===== config.mk =====
export PLATFORM = sky130hd
export DESIGN_NAME = command_keyword_matcher
export DESIGN_NICKNAME = d
export VERILOG_FILES = /design/src/rtl/ckm_pkg.sv /design/src/rtl/ckm_lane.sv /design/src/rtl/ckm_select.sv /design/src/rtl/command_keyword_matcher.sv
export SDC_FILE = /design/constraint.sdc
export NUM_CORES = 1
export LEC_CHECK = 0
export BUFFER_PORTS_ARGS = -buffer_cell sky130_fd_sc_hd__buf_2
export CAP_MARGIN = 0
export CORE_MARGIN = 2
export CORE_UTILIZATION = 25
export CTS_CLUSTER_SIZE = 20
export DETAILED_ROUTE_END_ITERATION = 16
export PLACE_DENSITY = 0.44
export SLEW_MARGIN = 20
export SYNTH_ARGS = -nofsm -noshare
export SYNTH_HDL_FRONTEND = slang
export SYNTH_HIERARCHICAL = 1
export SYNTH_SLANG_ARGS = --single-unit

===== constraint.sdc =====
create_clock -name clk -period 5.7 [get_ports clk]
set_input_delay 0.855 -clock clk [delete_from_list [all_inputs] [get_ports clk]]
set_output_delay 0.855 -clock clk [all_outputs]
set_load 0.03 [all_outputs]

===== src/rtl/ckm_pkg.sv =====
// Shared types, constants and character helpers for the command keyword matcher.
`default_nettype none
package ckm_pkg;

	localparam int NUM_KEYWORDS_MAX = 6;
	localparam int NUM_KEYWORDS_DEF = 6;
	localparam int MAX_LINE_DEF     = 256;

	localparam int CHAR_W   = 8;
	localparam int WORD_W   = 32;
	localparam int IDX_W    = 3;
	localparam int OFFSET_W = 8;
	localparam int MO_W     = 3;
	localparam int REG_IDX_W = 3;

	localparam logic [IDX_W-1:0]  NO_MATCH   = 3'd6;
	localparam logic [MO_W-1:0]   MO_LIMIT   = 3'd4;

	localparam logic [CHAR_W-1:0] CHAR_NUL   = 8'h00;
	localparam logic [CHAR_W-1:0] CHAR_TAB   = 8'h09;
	localparam logic [CHAR_W-1:0] CHAR_SPACE = 8'h20;
	localparam logic [CHAR_W-1:0] CHAR_DOT   = 8'h2E;
	localparam logic [CHAR_W-1:0] CHAR_UC_A  = 8'h41;
	localparam logic [CHAR_W-1:0] CHAR_UC_Z  = 8'h5A;
	localparam logic [CHAR_W-1:0] CASE_BIAS  = 8'h20;

	// Keyword words after reset: HELP, GO, MEM, DIS, FILL, CRC
	localparam logic [WORD_W-1:0] KW_RESET [NUM_KEYWORDS_MAX] = '{
		32'd1347175752, 32'd20295, 32'd5064013,
		32'd5458244, 32'd1280067910, 32'd4411971
	};

	typedef struct packed {
		logic                alive;
		logic                matched;
		logic                settled;
		logic [OFFSET_W-1:0] param_pos;
	} lane_stat_t;

	typedef struct packed {
		logic                emit;
		logic [IDX_W-1:0]    index;
		logic [OFFSET_W-1:0] offset;
	} pick_t;

	function automatic logic [CHAR_W-1:0] fold(input logic [CHAR_W-1:0] c);
		return (c >= CHAR_UC_A && c <= CHAR_UC_Z) ? c + CASE_BIAS : c;
	endfunction

	function automatic logic is_blank(input logic [CHAR_W-1:0] c);
		return (c == CHAR_SPACE) || (c == CHAR_TAB);
	endfunction

	// Folded byte k of a keyword word; zero at and beyond the first zero byte.
	function automatic logic [CHAR_W-1:0] key_byte(input logic [WORD_W-1:0] word,
		input logic [MO_W-1:0] k);
		logic [CHAR_W-1:0] b;
		logic              ended;
		logic [CHAR_W-1:0] res;
		ended = 1'b0;
		res   = '0;
		for (int j = 0; j < 4; j++) begin
			b = word[CHAR_W*j +: CHAR_W];
			if (k == MO_W'(j) && !ended)
				res = fold(b);
			if (b == CHAR_NUL)
				ended = 1'b1;
		end
		return res;
	endfunction

endpackage
`default_nettype wire


===== src/rtl/ckm_lane.sv =====
// One keyword lane: byte compare against the current character and per-line match state.
`default_nettype none
module ckm_lane (
	input  wire                               clk,
	input  wire                               arst_n,
	input  wire                               step,
	input  wire                               rearm,
	input  wire  [ckm_pkg::WORD_W-1:0]        keyword,
	input  wire  [ckm_pkg::CHAR_W-1:0]        ch,
	input  wire  [ckm_pkg::MO_W-1:0]          mo,
	input  wire  [ckm_pkg::OFFSET_W-1:0]      pos,
	output ckm_pkg::lane_stat_t               stat_next
);
	import ckm_pkg::*;

	lane_stat_t        stat_q;
	logic [CHAR_W-1:0] ref_byte;

	always_comb begin
		ref_byte  = key_byte(keyword, mo);
		stat_next = stat_q;
		if (stat_q.alive) begin
			if (ref_byte == CHAR_NUL || ch == CHAR_DOT) begin
				stat_next.alive   = 1'b0;
				stat_next.matched = 1'b1;
			end else if (fold(ch) != ref_byte) begin
				stat_next.alive = 1'b0;
			end
		end
		// first non-blank character after the match point opens the parameters
		if (stat_next.matched && !stat_q.settled && !is_blank(ch)) begin
			stat_next.settled   = 1'b1;
			stat_next.param_pos = pos;
		end
	end

	always_ff @(posedge clk or negedge arst_n) begin
		if (!arst_n) begin
			stat_q <= '{alive: 1'b1, matched: 1'b0, settled: 1'b0, param_pos: '0};
		end else if (rearm) begin
			stat_q <= '{alive: 1'b1, matched: 1'b0, settled: 1'b0, param_pos: '0};
		end else if (step) begin
			stat_q <= stat_next;
		end
	end

endmodule
`default_nettype wire


===== src/rtl/ckm_select.sv =====
// Priority pick of the winning keyword over the lane states.
`default_nettype none
module ckm_select #(
	parameter int NUM_KEYWORDS = ckm_pkg::NUM_KEYWORDS_DEF
) (
	input  ckm_pkg::lane_stat_t stat [NUM_KEYWORDS],
	output ckm_pkg::pick_t      pick
);
	import ckm_pkg::*;

	logic found;

	always_comb begin
		found = 1'b0;
		pick  = '{emit: 1'b0, index: NO_MATCH, offset: '0};
		for (int i = 0; i < NUM_KEYWORDS; i++) begin
			if (!found) begin
				if (stat[i].alive) begin
					found = 1'b1;
				end else if (stat[i].matched) begin
					found = 1'b1;
					if (stat[i].settled) begin
						pick.emit   = 1'b1;
						pick.index  = IDX_W'(i);
						pick.offset = stat[i].param_pos;
					end
				end
			end
		end
		// every keyword dead: no-match at once
		if (!found)
			pick = '{emit: 1'b1, index: NO_MATCH, offset: '0};
	end

endmodule
`default_nettype wire


===== src/rtl/command_keyword_matcher.sv =====
// Top level of the command keyword matcher: input stage, line control and result register.
// A taken character waits in the input stage until it can advance; its result, if any,
// is then loaded into the output register, which drives m_tvalid.
// Throughput: one character per cycle; the input stage holds only while a result waits.
// Reset (arst_n low, asynchronous): keywords return to HELP, GO, MEM, DIS, FILL, CRC,
// the block waits for the start of a line, and both stages are emptied.
`default_nettype none
module command_keyword_matcher #(
	parameter int NUM_KEYWORDS = ckm_pkg::NUM_KEYWORDS_DEF,
	parameter int MAX_LINE     = ckm_pkg::MAX_LINE_DEF
) (
	input  wire                              clk,
	input  wire                              arst_n,
	// character stream in
	input  wire                              s_tvalid,
	output logic                             s_tready,
	input  wire  [7:0]                       s_tdata,   // [7:0] char_in
	// result stream out
	output logic                             m_tvalid,
	input  wire                              m_tready,
	output logic [15:0]                      m_tdata,   // [2:0] command_index, [10:3] params_offset
	// keyword register writes
	input  wire                              cfg_we,
	input  wire  [ckm_pkg::REG_IDX_W-1:0]    cfg_index,
	input  wire  [ckm_pkg::WORD_W-1:0]       cfg_data
);
	import ckm_pkg::*;

	localparam int POS_W = $clog2(MAX_LINE);
	localparam logic [POS_W-1:0] POS_MAX = POS_W'(MAX_LINE - 1);

	// line phases
	localparam logic [1:0] PH_LEAD   = 2'd0;   // skipping leading blanks
	localparam logic [1:0] PH_MATCH  = 2'd1;   // comparing against the keywords
	localparam logic [1:0] PH_IGNORE = 2'd2;   // result given, wait for the NUL

	// register indexes of the configuration port
	localparam logic [REG_IDX_W-1:0] REG_KEYWORD_0 = 3'd0;
	localparam logic [REG_IDX_W-1:0] REG_KEYWORD_1 = 3'd1;
	localparam logic [REG_IDX_W-1:0] REG_KEYWORD_2 = 3'd2;
	localparam logic [REG_IDX_W-1:0] REG_KEYWORD_3 = 3'd3;
	localparam logic [REG_IDX_W-1:0] REG_KEYWORD_4 = 3'd4;
	localparam logic [REG_IDX_W-1:0] REG_KEYWORD_5 = 3'd5;

	logic [WORD_W-1:0]   kw_q [NUM_KEYWORDS_MAX];

	logic                s1_valid_s1;
	logic [CHAR_W-1:0]   char_s1;

	logic [1:0]          phase_q;
	logic [POS_W-1:0]    pos_q;
	logic [MO_W-1:0]     mo_q;

	logic                out_valid_q;
	logic [IDX_W-1:0]    out_index_q;
	logic [OFFSET_W-1:0] out_offset_q;

	logic                advance;
	logic                blank;
	logic                matching;
	logic                emit;
	logic                rearm;
	logic [MO_W-1:0]     mo_eff;
	logic [POS_W-1:0]    pos_inc;
	lane_stat_t          stat_next [NUM_KEYWORDS];
	pick_t               pick;

	// ---------------------------------------------------------------------
	// Keyword registers: a write to an index past the list is dropped.
	// ---------------------------------------------------------------------
	always_ff @(posedge clk or negedge arst_n) begin
		if (!arst_n) begin
			for (int i = 0; i < NUM_KEYWORDS_MAX; i++)
				kw_q[i] <= KW_RESET[i];
		end else if (cfg_we) begin
			unique case (cfg_index)
				REG_KEYWORD_0: kw_q[0] <= cfg_data;
				REG_KEYWORD_1: kw_q[1] <= cfg_data;
				REG_KEYWORD_2: kw_q[2] <= cfg_data;
				REG_KEYWORD_3: kw_q[3] <= cfg_data;
				REG_KEYWORD_4: kw_q[4] <= cfg_data;
				REG_KEYWORD_5: kw_q[5] <= cfg_data;
				default: ;
			endcase
		end
	end

	// ---------------------------------------------------------------------
	// Input stage. The character in it is processed when the output register
	// is free or being emptied this cycle; a new transaction is taken whenever
	// the stage is empty or moves on.
	// ---------------------------------------------------------------------
	assign advance  = s1_valid_s1 && (!out_valid_q || m_tready);
	assign s_tready = !s1_valid_s1 || advance;

	always_ff @(posedge clk or negedge arst_n) begin
		if (!arst_n) begin
			s1_valid_s1 <= 1'b0;
		end else if (s_tvalid && s_tready) begin
			s1_valid_s1 <= 1'b1;
		end else if (advance) begin
			s1_valid_s1 <= 1'b0;
		end
	end

	always_ff @(posedge clk) begin
		if (s_tvalid && s_tready)
			char_s1 <= s_tdata;
	end

	// ---------------------------------------------------------------------
	// Line control. The first non-blank character is compared in the same
	// cycle as it leaves the leading blanks, at keyword byte zero.
	// ---------------------------------------------------------------------
	assign blank    = is_blank(char_s1);
	assign matching = (phase_q == PH_MATCH) || (phase_q == PH_LEAD && !blank);
	assign mo_eff   = (phase_q == PH_LEAD) ? '0 : mo_q;
	assign emit     = matching && pick.emit;
	assign pos_inc  = (pos_q != POS_MAX) ? pos_q + POS_W'(1) : pos_q;

	// NUL rearms either while waiting after a result or on the step that gives it
	assign rearm = advance && (char_s1 == CHAR_NUL)
	             && ((phase_q == PH_IGNORE) || emit);

	always_ff @(posedge clk or negedge arst_n) begin
		if (!arst_n) begin
			phase_q <= PH_LEAD;
			pos_q   <= '0;
			mo_q    <= '0;
		end else if (advance) begin
			unique case (phase_q) inside
				PH_IGNORE: begin
					if (rearm) begin
						phase_q <= PH_LEAD;
						pos_q   <= '0;
						mo_q    <= '0;
					end
				end
				PH_LEAD, PH_MATCH: begin
					if (!matching) begin
						pos_q <= pos_inc;
					end else if (rearm) begin
						phase_q <= PH_LEAD;
						pos_q   <= '0;
						mo_q    <= '0;
					end else if (emit) begin
						phase_q <= PH_IGNORE;
					end else begin
						phase_q <= PH_MATCH;
						pos_q   <= pos_inc;
						mo_q    <= (mo_eff < MO_LIMIT) ? mo_eff + MO_W'(1) : mo_eff;
					end
				end
				default: phase_q <= PH_LEAD;
			endcase
		end
	end

	// ---------------------------------------------------------------------
	// Keyword lanes and the priority pick
	// ---------------------------------------------------------------------
	for (genvar g = 0; g < NUM_KEYWORDS; g++) begin : g_lane
		ckm_lane u_lane (
			.clk       (clk),
			.arst_n    (arst_n),
			.step      (advance && matching),
			.rearm     (rearm),
			.keyword   (kw_q[g]),
			.ch        (char_s1),
			.mo        (mo_eff),
			.pos       (OFFSET_W'(pos_q)),
			.stat_next (stat_next[g])
		);
	end

	ckm_select #(
		.NUM_KEYWORDS (NUM_KEYWORDS)
	) u_select (
		.stat (stat_next),
		.pick (pick)
	);

	// ---------------------------------------------------------------------
	// Result register: load on a result, drop the valid once taken.
	// ---------------------------------------------------------------------
	always_ff @(posedge clk or negedge arst_n) begin
		if (!arst_n) begin
			out_valid_q <= 1'b0;
		end else if (advance && emit) begin
			out_valid_q <= 1'b1;
		end else if (m_tready) begin
			out_valid_q <= 1'b0;
		end
	end

	always_ff @(posedge clk) begin
		if (advance && emit) begin
			out_index_q  <= pick.index;
			out_offset_q <= pick.offset;
		end
	end

	assign m_tvalid = out_valid_q;
	assign m_tdata  = {5'b0, out_offset_q, out_index_q};

	// ---------------------------------------------------------------------
	// Checks
	// ---------------------------------------------------------------------
	a_lead_offset_zero : assert property (@(posedge clk) disable iff (!arst_n)
		(phase_q == PH_LEAD) |-> (mo_q == '0))
		else $error("keyword byte offset not cleared while skipping leading blanks");

	a_result_then_wait : assert property (@(posedge clk) disable iff (!arst_n)
		(advance && emit && char_s1 != CHAR_NUL) |=> (phase_q == PH_IGNORE))
		else $error("line not closed after its result");

	a_stage_holds : assert property (@(posedge clk) disable iff (!arst_n)
		(s1_valid_s1 && out_valid_q && !m_tready) |=> (s1_valid_s1 && $stable(char_s1)))
		else $error("input stage lost its character while the result waited");

	a_no_match_offset : assert property (@(posedge clk) disable iff (!arst_n)
		(advance && emit && pick.index == NO_MATCH) |=> (m_tvalid && m_tdata[10:3] == '0))
		else $error("no-match result carries a parameter offset");

endmodule
`default_nettype wire


==> metrics, run 1 <==
design area=23000 µm²; DP Area=21500 µm²; most instantiated library cell after synthesis=dfrtp_1; Worst Max-Slew Pin Slew=between 1 and 1.5 ns; Crit path required time=6.12 ns; Die Height=283 µm; Pint=5120 µW; Critical Path AT=5.89 ns; top_reg_cell synth=dfrtp_1; Yosys reg bits=292; die width=~280 µm; Yosys top cell by area=dfrtp_1; die footprint=80100 µm²; IO Port Bufs=60; Post-Syn Instances=1946; final setup skew=around 0.014 ns; fraction of layout cells with a size suffix above 1=27.6%; Non-Filler Instances=3136; first-pass detailed-route iteration total=6; sw power=3000 µW; Core Area=77200 µm²; Comb power frac=between 30 and 40%; CP Class=reg -> reg; Post-synth EDFFs=19; total grt overflow=0; post-synthesis sequential area ratio=38.5%; largest net degree at the start of global routing=93; met1 GRT Util=between 20% and 30%; Sw Ratio=36.9%; Clock Pin Slew Worst Setup and Hold Paths=0.06 ns; # rows=102; Post-synth top cells=207 x dfrtp_1, 200 x mux2_2, 129 x nand2_1; worst hold path class=in -> async; Synthesis Warnings=6; initial core utilization=25.2%; vias in the first global route=16400; Util after Layout=between 20% and 30%; crit end category=flip-flop; Bufs on Longest Clock Path=3; synth top area cells=dfrtp_1 27%, mux2_2 12%, dfstp_2 8.9%, nand2b_1 3.2%, edfxtp_1 2.9%; Residual DRC=0; Leak=0.00893 µW; power per cell area=354 nW/µm²; met2 usage=a little over a quarter; Antenna Nets Post-Route=0; clk sink count=slightly below 300; htree depth=2; post-synthesis async set-or-reset flop share=just over 90%; dpl cells=3059; Final setup viols=0; Hold-fix buffers, CTS=0; GRT met3 Usage=2.52%; DP HPWL=roughly 50000 µm; wire per inst=between 20 and 25 µm; nets=2145; io pins=66; worst r2r src=phase_q[0]; post-synthesis cell area=19500 µm²; first-pass GRT wire length=between 100000 and 150000 µm; Starting DRT DRC Count=1302; crit path max fanout=49; Tmin final=5.47 ns; Vias=around 17000; period utilisation layout=96.0%; critical path capture point=g_lane[5].u_lane/stat_q[2]; Slew headroom=between 20% and 30%; drt total wl=69100 µm; VDD IR max=0.000177 V; pre-CTS setup slack=0.00613 ns; reg-to-reg slack, setup=0.23 ns; area delta synth->final=18.0%; clk_lat worst skew=roughly 0.57 ns; clk root buf=clkbuf_16; sequential share of power=between 30 and 40%; FMAX=0.183 GHz; busiest grt layer=met2; Max-Cap Viols=0; syn avg cell area=10.0 µm²; Worst Reg2Reg Path Length in Cells=20; post-DR vias/cell=5.38; CTS tree=done; clock share of power=between 30 and 40%; Cell variety after synth=109; Setup WS post-layout=0.231 ns; outcome=complete, no violations; Synth top area share=26.6%; initial antenna violation count=3; GPL Wtd Cong=approximately 0.9; TritonCTS Buffers=38; Reg-to-Reg End=g_lane[5].u_lane/stat_q[2]; Worst Setup SP=phase_q[0]; Worst setup SP type=flip-flop; Slew Limit Fails=0; final hold violation count=0; All-Layer GR Usage=17.0%
## placed cells by master, fill, tap and decap left out, types with 11 or more instances in the layout
cell type  count
o221ai_1      17
clkbuf_16     39
ha_1          32
clkinv_2      11
o2111ai_1     16
inv_1         62
edfxtp_1      19
dfrtp_1      207
mux2i_1       48
dfstp_2       66
nand2b_1     101
nor4_1        28
nor2_1        83
nor3_1        41
buf_4         76
o21ai_0       49
nand4_1       22
or4_1         23
or3_1         41
xnor2_1       11
a22o_1        16
mux2_2       200
nand3_1       39
a31oi_1       16
nand2_1      129
a21o_1        17
mux2_1        40
o21a_1        11
o31ai_1       11
o211ai_1      23
and2_1        11
buf_2         59
a21oi_1       96
o22ai_1       24
a22oi_1       68
nor2b_1       23
## flip-flops by register name, summed over array words and instances, names as in the netlist
name	flops
out_offset_q	8
out_index_q	3
char_s1	8
kw_q	192
phase_q	2
s1_valid_s1	1
g_lane.u_lane/stat_q	66
pos_q	8
m_tvalid	1
mo_q	3
## area by class of cell
class                           instances  area, µm²
Fill cell                            7970      54200
Multi-Input combinational cell       1522      11600
Sequential cell                       292       7480
Tap cell                             1040       1300
Timing Repair Buffer                  144       1040
Clock buffer                           49       1030
Inverter                               67        251
Clock inverter                         21        233
Antenna cell                            1       2.50
## power groups by stage
stage | clock network (µW) | logic [µW] | registers [µW]
floorplan | 0 | 1740 | 2930
global placement | 0 | 2480 | 3050
detailed placement | 0 | 2510 | 3060
CTS | 2570 | 2520 | 3030
global route | 2660 | 2860 | 3110
finish | 2480 | 2600 | 3040
## critical path, stage by stage (launching register included)
cell and delay [ns]:
dfrtp_1 0.37, or2_2 0.35, and2_2 0.27, buf_12 0.17, or3b_1 0.23, a21oi_4 0.06, a222oi_1 0.78, buf_4 0.24
o221ai_1 0.16, o31ai_4 0.36, nor4_4 0.10, buf_4 0.16, or3_4 0.40, or3_1 0.38, o21ai_2 0.23, nand2b_1 0.12
a211oi_4 0.27, buf_12 0.24, buf_12 0.20, nand2b_1 0.12, mux2i_1 0.09
## per-layer routing
layer	part of all wire (%)	routed length, µm
met2	46	31800
met1	44	30300
met5	0	0
met4	4.7	3270
met3	5.4	3740
## through the flow
step	TNS [ns]	hold WS, ns	total power [µW]
final	0	0.323	8120
after global routing	-0.0186	0.390	8630
after CTS	0	0.353	8120
after floorplan	0	0.479	4670
after global placement	0	0.497	5530
after detailed placement	0	0.502	5570
## cells by family after synthesis
family / after synthesis / share of synthesized area (%)
other: 1 / 0.0193
XOR/XNOR: 15 / 0.675
buffers and inverters: 136 / 3.01
AO/OA/AOI/OAI: 543 / 20.7
AND/OR/NAND/NOR: 638 / 18.7
multiplexers: 289 / 16.4
adder cells (fa/ha/maj): 32 / 2.06
flip-flops: 292 / 38.5
## timing repair
item                       CTS  global route
pin swaps                    1            10
setup endpoints to repair    5            66
hold endpoints to repair     0             0
buffers inserted             1             5
gates resized for setup      1            24
## how the worst min path moves through the flow
| stage | start | end | slack (ns) |
|---|---|---|---|
| after detailed placement | kw_q[95] | kw_q[95] | 0.50 |
| after floorplan | kw_q[31] | kw_q[31] | 0.48 |
| after CTS | arst_n | g_lane[3].u_lane/stat_q[2] | 0.35 |
| after global placement | kw_q[127] | kw_q[127] | 0.50 |
| after global routing | arst_n | g_lane[3].u_lane/stat_q[0] | 0.39 |
| final | arst_n | g_lane[3].u_lane/stat_q[2] | 0.32 |
Power figures use the tool's default switching activity.
==> inputs of run 2 (changes only) <==
--- a/config.mk
+++ b/config.mk
@@ -11,9 +11,9 @@
 export CORE_UTILIZATION = 25
 export CTS_CLUSTER_SIZE = 20
 export DETAILED_ROUTE_END_ITERATION = 16
-export PLACE_DENSITY = 0.44
+export GPL_ROUTABILITY_DRIVEN = 1
+export PLACE_DENSITY = 0.43
 export SLEW_MARGIN = 20
 export SYNTH_ARGS = -nofsm -noshare
 export SYNTH_HDL_FRONTEND = slang
-export SYNTH_HIERARCHICAL = 1
 export SYNTH_SLANG_ARGS = --single-unit
==> constraint.sdc (replaced) <==
create_clock -name clk -period 6.65 [get_ports clk]
set_input_delay 0.9975 -clock clk [delete_from_list [all_inputs] [get_ports clk]]
set_output_delay 0.9975 -clock clk [all_outputs]
set_load 0.03 [all_outputs]
==> run 2 against run 1 <==
Die area shrank 5.4%. Synthesized cell count decreased by 4.0%. Sequential cell count unchanged. Critical path depth fell by 4. Combinational power increased by 35%. Clock skew rose by 0.0081 ns. Setup slack improved by 0.61 ns. Wire length decreased by 3.5%. Sequential share of layout area up 2.8 points. Clock-buffer cell count up 7. Largest power group is now combinational logic. Register-to-register slack improved by 0.61 ns. Clock power down 16%.
==> metrics, run 2 <==
# rows=99; drt total wl=between 60000 and 70000 µm; setup TNS=0 ns; Leak=0.00854 µW; power after layout=8330 µW; met2 usage=26.5%; top flop regs=kw_q x192, g_lane.u_lane.stat_q x66; crit-path max cell delay=around 0.6 ns; Core Area=73000 µm²; CP Class=reg -> reg; met1 GRT Util=approximately a quarter; GPL Wtd Cong=0.975; VDD IR max=0.000149 V; period utilisation layout=87.3%; DP HPWL=50700 µm; power per cell area=394 nW/µm²; final setup skew=0.0217 ns; Slew Limit Fails=0; area delta synth->final=15.0%; clk sink count=292; commonest cells after routing, fill and taps aside=209 x mux2_2, 207 x dfrtp_1, 154 x nor2_1; final hold violation count=0; Worst setup SP type=flip-flop; clk_lat worst skew=0.55 ns; cells along the critical path=o21ai_0 > ha_1 > buf_4 > and2_1 > nand2_1 > o21ai_0 > a221o_1 > o41ai_1 > a41o_1 > a311o_1 > nor4b_1 > nand3_1 > a211oi_1 > o21a_2 > buf_4 > nor2_1; Slew headroom=27.2%; worst hold path class=in -> async; GRT met3 Usage=2.21%; FMAX=0.172 GHz; Hold-fix buffers, CTS=0; die footprint=75800 µm²; initial core utilization=25.2%; Antenna Nets Post-Route=0; post-synthesis async set-or-reset flop share=between 90% and 100%; nets=1999; WHS=between 0.3 and 0.4 ns; commonest non-fill, non-tap cell in the layout=mux2_2; RSZ-0062 raised after global routing=no; Comb power frac=42.0%; most instantiated library cell after synthesis=mux2_2; die width=275 µm; Worst Max-Slew Pin Slew=1.09 ns; Critical Path AT=6.22 ns; fraction of layout cells with a size suffix above 1=24.7%; Post-CTS Repair Setup Buffers=0; Post-synth EDFFs=19; slowest cell on the critical path=o21ai_0; cts repair resizes=0; first-pass detailed-route iteration total=5; Clock Pin Slew Worst Setup and Hold Paths=0.06 ns; Synthesis Warnings=0; Post-Syn Instances=1868; first-pass GRT wire length=101000 µm; crit path max fanout=37; post-synthesis cell area=18400 µm²; pre-CTS setup slack=0.903 ns; Bufs on Longest Clock Path=3; Pint=between 4000 and 5000 µW; crit end category=flip-flop; ANT cells=0; Synth top area share=28.2%; post-synthesis sequential area ratio=40.7%; synth top area cells=dfrtp_1 28%, mux2_2 13%, dfstp_2 9.4%, mux2i_1 4.0%, nor2_1 3.2%; initial antenna violation count=1; clock share of power=~25%; Yosys top cell by area=dfrtp_1; sw power=3450 µW; Setup WS post-layout=roughly 0.84 ns; busiest grt layer=met2; io pins=66; Post-synth top cells=209 x mux2_2, 207 x dfrtp_1, 155 x nor2_1; Final setup viols=0; Cell variety after synth=98; largest net degree at the start of global routing=150; post-DR vias/cell=between 5 and 6; Yosys reg bits=292; Vias=~16000; htree depth=2; CTS tree=done; Crit path required time=7.06 ns; total grt overflow=0; All-Layer GR Usage=about 17%; Starting DRT DRC Count=1637; top_reg_cell synth=dfrtp_1; IO Port Bufs=60; Tmin final=5.81 ns; max FFs per register=around 190; clk root buf=clkbuf_16; Die Height=around 280 µm; sequential share of power=32.8%; Residual DRC=0; wire per inst=roughly 23 µm; Max-Cap Viols=0; syn avg cell area=9.85 µm²; Sw Ratio=around two fifths; TritonCTS Buffers=38; outcome=complete, no violations; vias in the first global route=15100; Reg with most FFs=kw_q
-- run 2: through the flow --
stage               std cells  cell area [µm²]  util, %
floorplan                1872            18400        -
global placement         2840            19900     27.3
detailed placement       2840            19900     27.3
CTS                      2909            21200     29.0
global route             2909            21200     29.0
finish                   2909            21200     29.0
-- run 2: routing by layer --
metal	up-vias	wire length [µm]
met5	-	0
met4	0	1870
met3	93	3600
met2	549	29200
met1	8031	32100
li1	7260	-
-- run 2: worst max-delay path: cells and delay by family (launching register included) --
kind / cells / cell delay, ns
flip-flops: 1 / 0.52
AO/OA/AOI/OAI: 8 / 2.55
AND/OR/NAND/NOR: 5 / 1.57
buffers and inverters: 2 / 0.65
adder cells (fa/ha/maj): 1 / 0.35
-- run 2: final timing paths --
| path | startpoint | to | slack (ns) | cells past startpoint |
|---|---|---|---|---|
| max in group asynchronous | arst_n | g_lane[3].u_lane.stat_q[1] | 4.94 | 2 |
| min | arst_n | kw_q[79] | 0.39 | 1 |
| max reg2reg | phase_q[1] | g_lane[2].u_lane.stat_q[8] | 0.84 | 16 |
| min in group clk | g_lane[0].u_lane.stat_q[9] | g_lane[0].u_lane.stat_q[9] | 0.50 | 2 |
| max | phase_q[1] | g_lane[2].u_lane.stat_q[8] | 0.84 | 16 |
| min reg2reg | g_lane[0].u_lane.stat_q[9] | g_lane[0].u_lane.stat_q[9] | 0.50 | 2 |
-- run 2: final cells by class --
| type | count | area (µm²) |
|---|---|---|
| clock inverter | 13 | 131 |
| clock buffer | 56 | 1130 |
| timing repair buffer | 106 | 681 |
| multi-input combinational | 1436 | 10300 |
| fill | 7529 | 51800 |
| sequential | 292 | 7480 |
| tap | 959 | 1200 |
| inverter | 47 | 176 |
-- run 2: kinds of logic after synthesis --
kind of cell,Yosys count,share of synthesized area [%]
fa+ha+maj,30,2.04
flops,292,40.7
xor+xnor,36,1.71
mux,282,16.8
other cells,1,0.0204
buf+inv,144,3.31
simple gates,653,18.4
compound gates,430,17.1
-- run 2: power by group through the flow --
stage,sequential (µW),combinational (µW),clock [µW]
after floorplan,2510,2450,0
after global placement,2740,3400,0
after detailed placement,2740,3420,0
after CTS,2710,3440,2160
after global routing,2790,3770,2240
final,2730,3500,2090
